===== src/hdl/mmsc_pkg.sv =====
// Package for the matrix mirror symmetry check.
// Shared constants, register indexes and controller/datapath command types.
// No dependencies.
package mmsc_pkg;

  localparam int MAX_ROWS_DEF     = 64;
  localparam int MAX_COLS_DEF     = 64;
  localparam int ELEMENT_BITS_DEF = 32;

  localparam int CFG_INDEX_BITS  = 2;
  localparam int CFG_DATA_BITS   = 7;
  localparam int LOAD_COUNT_BITS = 13;

  localparam logic [CFG_INDEX_BITS-1:0] REG_ROW_COUNT    = 2'd0;
  localparam logic [CFG_INDEX_BITS-1:0] REG_COLUMN_COUNT = 2'd1;

  typedef struct packed {
    logic load;          // store the element on the input, bump the count
    logic walk_init;     // reset walk indices and flags
    logic sel_second;    // address the vertical and point partners
    logic check_first;   // compare base against horizontal partner
    logic check_second;  // compare base against vertical and point partners
    logic advance;       // step to the next element
  } cmd_t;

  typedef struct packed {
    logic load_last;     // the element being loaded completes the matrix
    logic walk_last;     // walk is on the final element
  } status_t;

endpackage


===== src/hdl/mmsc_ctrl.sv =====
// Controller for the matrix mirror symmetry check: load, walk and result states.
// Depends on mmsc_pkg.
module mmsc_ctrl (
  input  logic               clk,
  input  logic               rst,
  input  logic               start,
  input  mmsc_pkg::status_t  status,
  output mmsc_pkg::cmd_t     cmd,
  output logic               busy,
  output logic               done
);
  import mmsc_pkg::*;

  typedef enum logic [4:0] {
    S_LOAD = 5'b00001,
    S_RD_A = 5'b00010,
    S_RD_B = 5'b00100,
    S_CHK  = 5'b01000,
    S_DONE = 5'b10000
  } state_t;

  state_t state, state_next;

  always_ff @(posedge clk) begin
    if (rst) begin
      state <= S_LOAD;
    end else begin
      state <= state_next;
    end
  end

  always_comb begin
    cmd        = '0;
    state_next = state;
    case (state)
      S_LOAD: begin
        if (start) begin
          cmd.load = 1'b1;
          if (status.load_last) begin
            cmd.walk_init = 1'b1;
            state_next    = S_RD_A;
          end
        end
      end
      S_RD_A: begin
        state_next = S_RD_B;
      end
      S_RD_B: begin
        // first pair of reads lands here while the second pair is issued
        cmd.sel_second  = 1'b1;
        cmd.check_first = 1'b1;
        state_next      = S_CHK;
      end
      S_CHK: begin
        cmd.check_second = 1'b1;
        cmd.advance      = 1'b1;
        state_next       = status.walk_last ? S_DONE : S_RD_A;
      end
      S_DONE: begin
        state_next = S_LOAD;
      end
      default: begin
        state_next = S_LOAD;
      end
    endcase
  end

  assign busy = (state != S_LOAD);
  assign done = (state == S_DONE);

`ifndef NO_ASSERTIONS
  a_done_then_load: assert property (@(posedge clk) disable iff (rst)
    (state == S_DONE) |=> (state == S_LOAD))
    else $error("result state not followed by load state");

  a_init_starts_walk: assert property (@(posedge clk) disable iff (rst)
    cmd.walk_init |=> (state == S_RD_A))
    else $error("walk did not start after last element");
`endif

endmodule


===== config.mk =====
export PLATFORM = sky130hd
export DESIGN_NAME = mmsc_ctrl
export DESIGN_NICKNAME = d
export VERILOG_FILES = /design/src/hdl/mmsc_pkg.sv /design/src/hdl/mmsc_ctrl.sv
export SDC_FILE = /design/constraint.sdc
export NUM_CORES = 1
export LEC_CHECK = 0
export BUFFER_PORTS_ARGS = -buffer_cell sky130_fd_sc_hd__buf_4
export CORE_AREA = 2 2 39 41
export CTS_CLUSTER_SIZE = 40
export DETAILED_ROUTE_END_ITERATION = 7
export DIE_AREA = 0 0 41 43
export GPL_ROUTABILITY_DRIVEN = 0
export PLACE_DENSITY_LB_ADDON = 0.12
export REMOVE_ABC_BUFFERS = 1
export SYNTH_ARGS = -nofsm -noshare
export SYNTH_HDL_FRONTEND = slang
export SYNTH_SLANG_ARGS = --single-unit

===== constraint.sdc =====
create_clock -name clk -period 1.6 [get_ports clk]
set_input_delay 0.32 -clock clk [delete_from_list [all_inputs] [get_ports clk]]
set_output_delay 0.32 -clock clk [all_outputs]
set_load 0.01 [all_outputs]

==> impl_metrics.ini <==
[power]
vdd_drop_max_mv = 0.272
static-leakage-power_nw = 0.216
p_per_area_nw_per_um2 = 743

[finish]
fin_nets = 52
fin_util_pct = 30.9
largest_register_ffs = 5
biggestRegsByFlops = state: 5 flops
syn_to_final_growth_pct = 64.4
finalNonFillerCells = 62
diodes = 0
drive_gt1_share_pct = 50.0
fillers = 151
top_register = state

[floorplan]
std_cell_rows = 14
die_w_um = 41
ios = 13
coreArea_um2 = 1380
initial_core_util_pct = 18.8
die-area_um2 = 1760
die_h_um = 43

[setup_path]
r2r_start = state[0]$_SDFFE_PP1P_
start_kind = flop
cp_max_fo = 5
worstReg2RegEnd = state[1]$_SDFFE_PP0P_
crit_path_end_kind = output port
path_class = flop to output port
required_ps = 1280
worstPathArrival_ps = 1270
slowest_delay_ps = 360
slowest_stage = dfxtp_4
r2r_cells = 3
rrSetupSlack_ps = 370
crit_chain = nor4_4 > nand4_1 > inv_1 > buf_6

[clocking]
clockRootBuffer = clkbuf_4
clockBufferDepth = 2
cts_buffers = 3
clk_latency_ps = 240
ctsHoldBuffers = 0
htreeDepth = 1
tritoncts = done
cts.clk_slew.worst_paths_ps = 40
clock_sinks = 5

[yosys]
synth.avg_cell_area_um2 = 8.68
synth_edf_count = 0
netlist_top_cells_count = dfxtp_1 (5), nor2_1 (3)
synthTopCellsByArea = dfxtp_1 (38%), buf_4 (5.8%), nand2b_4 (5.3%), and3_1 (4.8%), nor4_1 (4.8%)
synth.distinct_cells = 20
synth-async-reset-ratio_pct = 0
synth_top_cell_area_share_pct = 38.5
postSynthCellCount = 30
yosysSeqAreaShare_pct = 38.5
ys.flop_type = dfxtp_1
synth.most_common_cell = dfxtp_1
netlist_area_um2 = 260
synth_top_area_cell = dfxtp_1
ys_ff_latch = 5
ys_warn_count = 0

[placement]
hpwl_um = 511
port_buffers = 12
placed_cells = 56

[sta]
max_freq_mhz = 629
setup_viol = 0
worst_clock_skew_ps = 2.78
rsz0062_at_grt = true
finalMaxSlewViolations = 0
period_minus_slack_ps = 1590
worst_pin_slew_ps = 297
slew_headroom_pct = 80.1
hold_viol_final = 0
fin_crit_sh_pct = 99.4
hold_slack_ps = 257
tns_ps = 0

[global_routing]
first_global_vias = 267
grt_usage_pct = 9.53
antenna_found_initial = 0
grt_pass1_wl_mm = 1.10
grt_max_degree = 8
globalRouteOverflowTotal = 0

[worst_hold_path]
min_from = rst
holdPathEnd = state[1]$_SDFFE_PP0P_
worstHoldPathType = input port to flop
hold_depth = 2

[route]
dr.first_iter.drc_count = 7
via_per_inst = 4.71
wl_per_cell_um = 11.3
ant_nets = 0
routed_wl_um = 701
vias = 292
drcViolationCount = 0
first_pass_iters = 2

[status]
status = finished, final reports clean

[run]
drv_cap = 0
[routing by layer]
layer	vias up	global-route usage (%)	routed length, µm
li1	142	-	-
met1	135	11.2	279
met2	13	12.8	349
met3	2	2.09	59
met4	0	10.0	13
met5	-	0	0
[final cells by class]
class                           count  area (µm²)  share of cell area (%)
Clock buffer                        4        26.3                    6.14
Inverter                            2        7.51                    1.75
Timing Repair Buffer               14         109                    25.4
Sequential cell                     5         106                    24.9
Multi-Input combinational cell     21         159                    37.1
Tap cell                           16        20.0                    4.68
[where the power goes]
part	internal [mW]	total, mW	switching [mW]
Clock	0.0943	0.146	0.0514
Sequential	0.127	0.131	0.00424
Combinational	0.0254	0.0415	0.0161
[kinds of logic after synthesis]
kind of cell           after synthesis  share of synthesized area (%)
AOI/OAI and AO/OA                    4                           9.13
DFF                                  5                           38.5
and+or+nand+nor                     17                           43.7
buffers and inverters                4                           8.65
[metrics by stage]
step / cell area (µm²) / worst slack (ps) / total power [mW]
floorplan: 245 / 131 / 0.148
global placement: 355 / 124 / 0.169
detailed placement: 355 / 131 / 0.169
CTS: 405 / -6.60 / 0.323
global route: 428 / -64.5 / 0.338
finish: 428 / 9.20 / 0.318
[how the worst max path moves through the flow]
stage	from	to	slack, ps
floorplan	state[0]$_SDFFE_PP1P_	state[4]$_SDFFE_PP0P_	130
global placement	state[1]$_SDFFE_PP0P_	cmd[4]	120
detailed placement	state[1]$_SDFFE_PP0P_	cmd[4]	130
CTS	state[3]$_SDFFE_PP0P_	cmd[4]	-7
global route	state[1]$_SDFFE_PP0P_	cmd[4]	-60
finish	state[1]$_SDFFE_PP0P_	cmd[4]	9
[what timing repair did]
item | 4_1_cts | 5_1_grt
buffers inserted | 0 | 2
setup endpoints to repair | 5 | 2
gates resized for setup | 5 | 3
pin swaps | 1 | 3
hold endpoints to repair | 0 | 0
[critical path, delay by kind of cell (launching register included)]
family / cells / cell delay [ps]
AND/OR/NAND/NOR: 2 / 470
flip-flops: 1 / 360
buffers and inverters: 2 / 190
[cell usage in the layout, fill, tap and decap left out, drive strengths merged]
| cell | Yosys | final |
|---|---|---|
| dfxtp | 5 | 5 |
| and4b | 1 | 1 |
| and3 | 2 | 2 |
| nor2 | 3 | 3 |
| clkbuf | 0 | 4 |
| nand2 | 1 | 1 |
| a21oi | 1 | 1 |
| nand2b | 1 | 1 |
| nor3 | 1 | 1 |
| nand4 | 1 | 1 |
| nor4 | 2 | 2 |
| and4 | 1 | 1 |
| nor2b | 1 | 1 |
| or4b | 1 | 1 |
| a31oi | 1 | 1 |
| nand3 | 1 | 1 |
| o211ai | 1 | 1 |
| o21ai | 1 | 1 |
| and3b | 1 | 1 |
| inv | 2 | 2 |
| buf | 2 | 14 |
(Power assumes the default switching activity.)
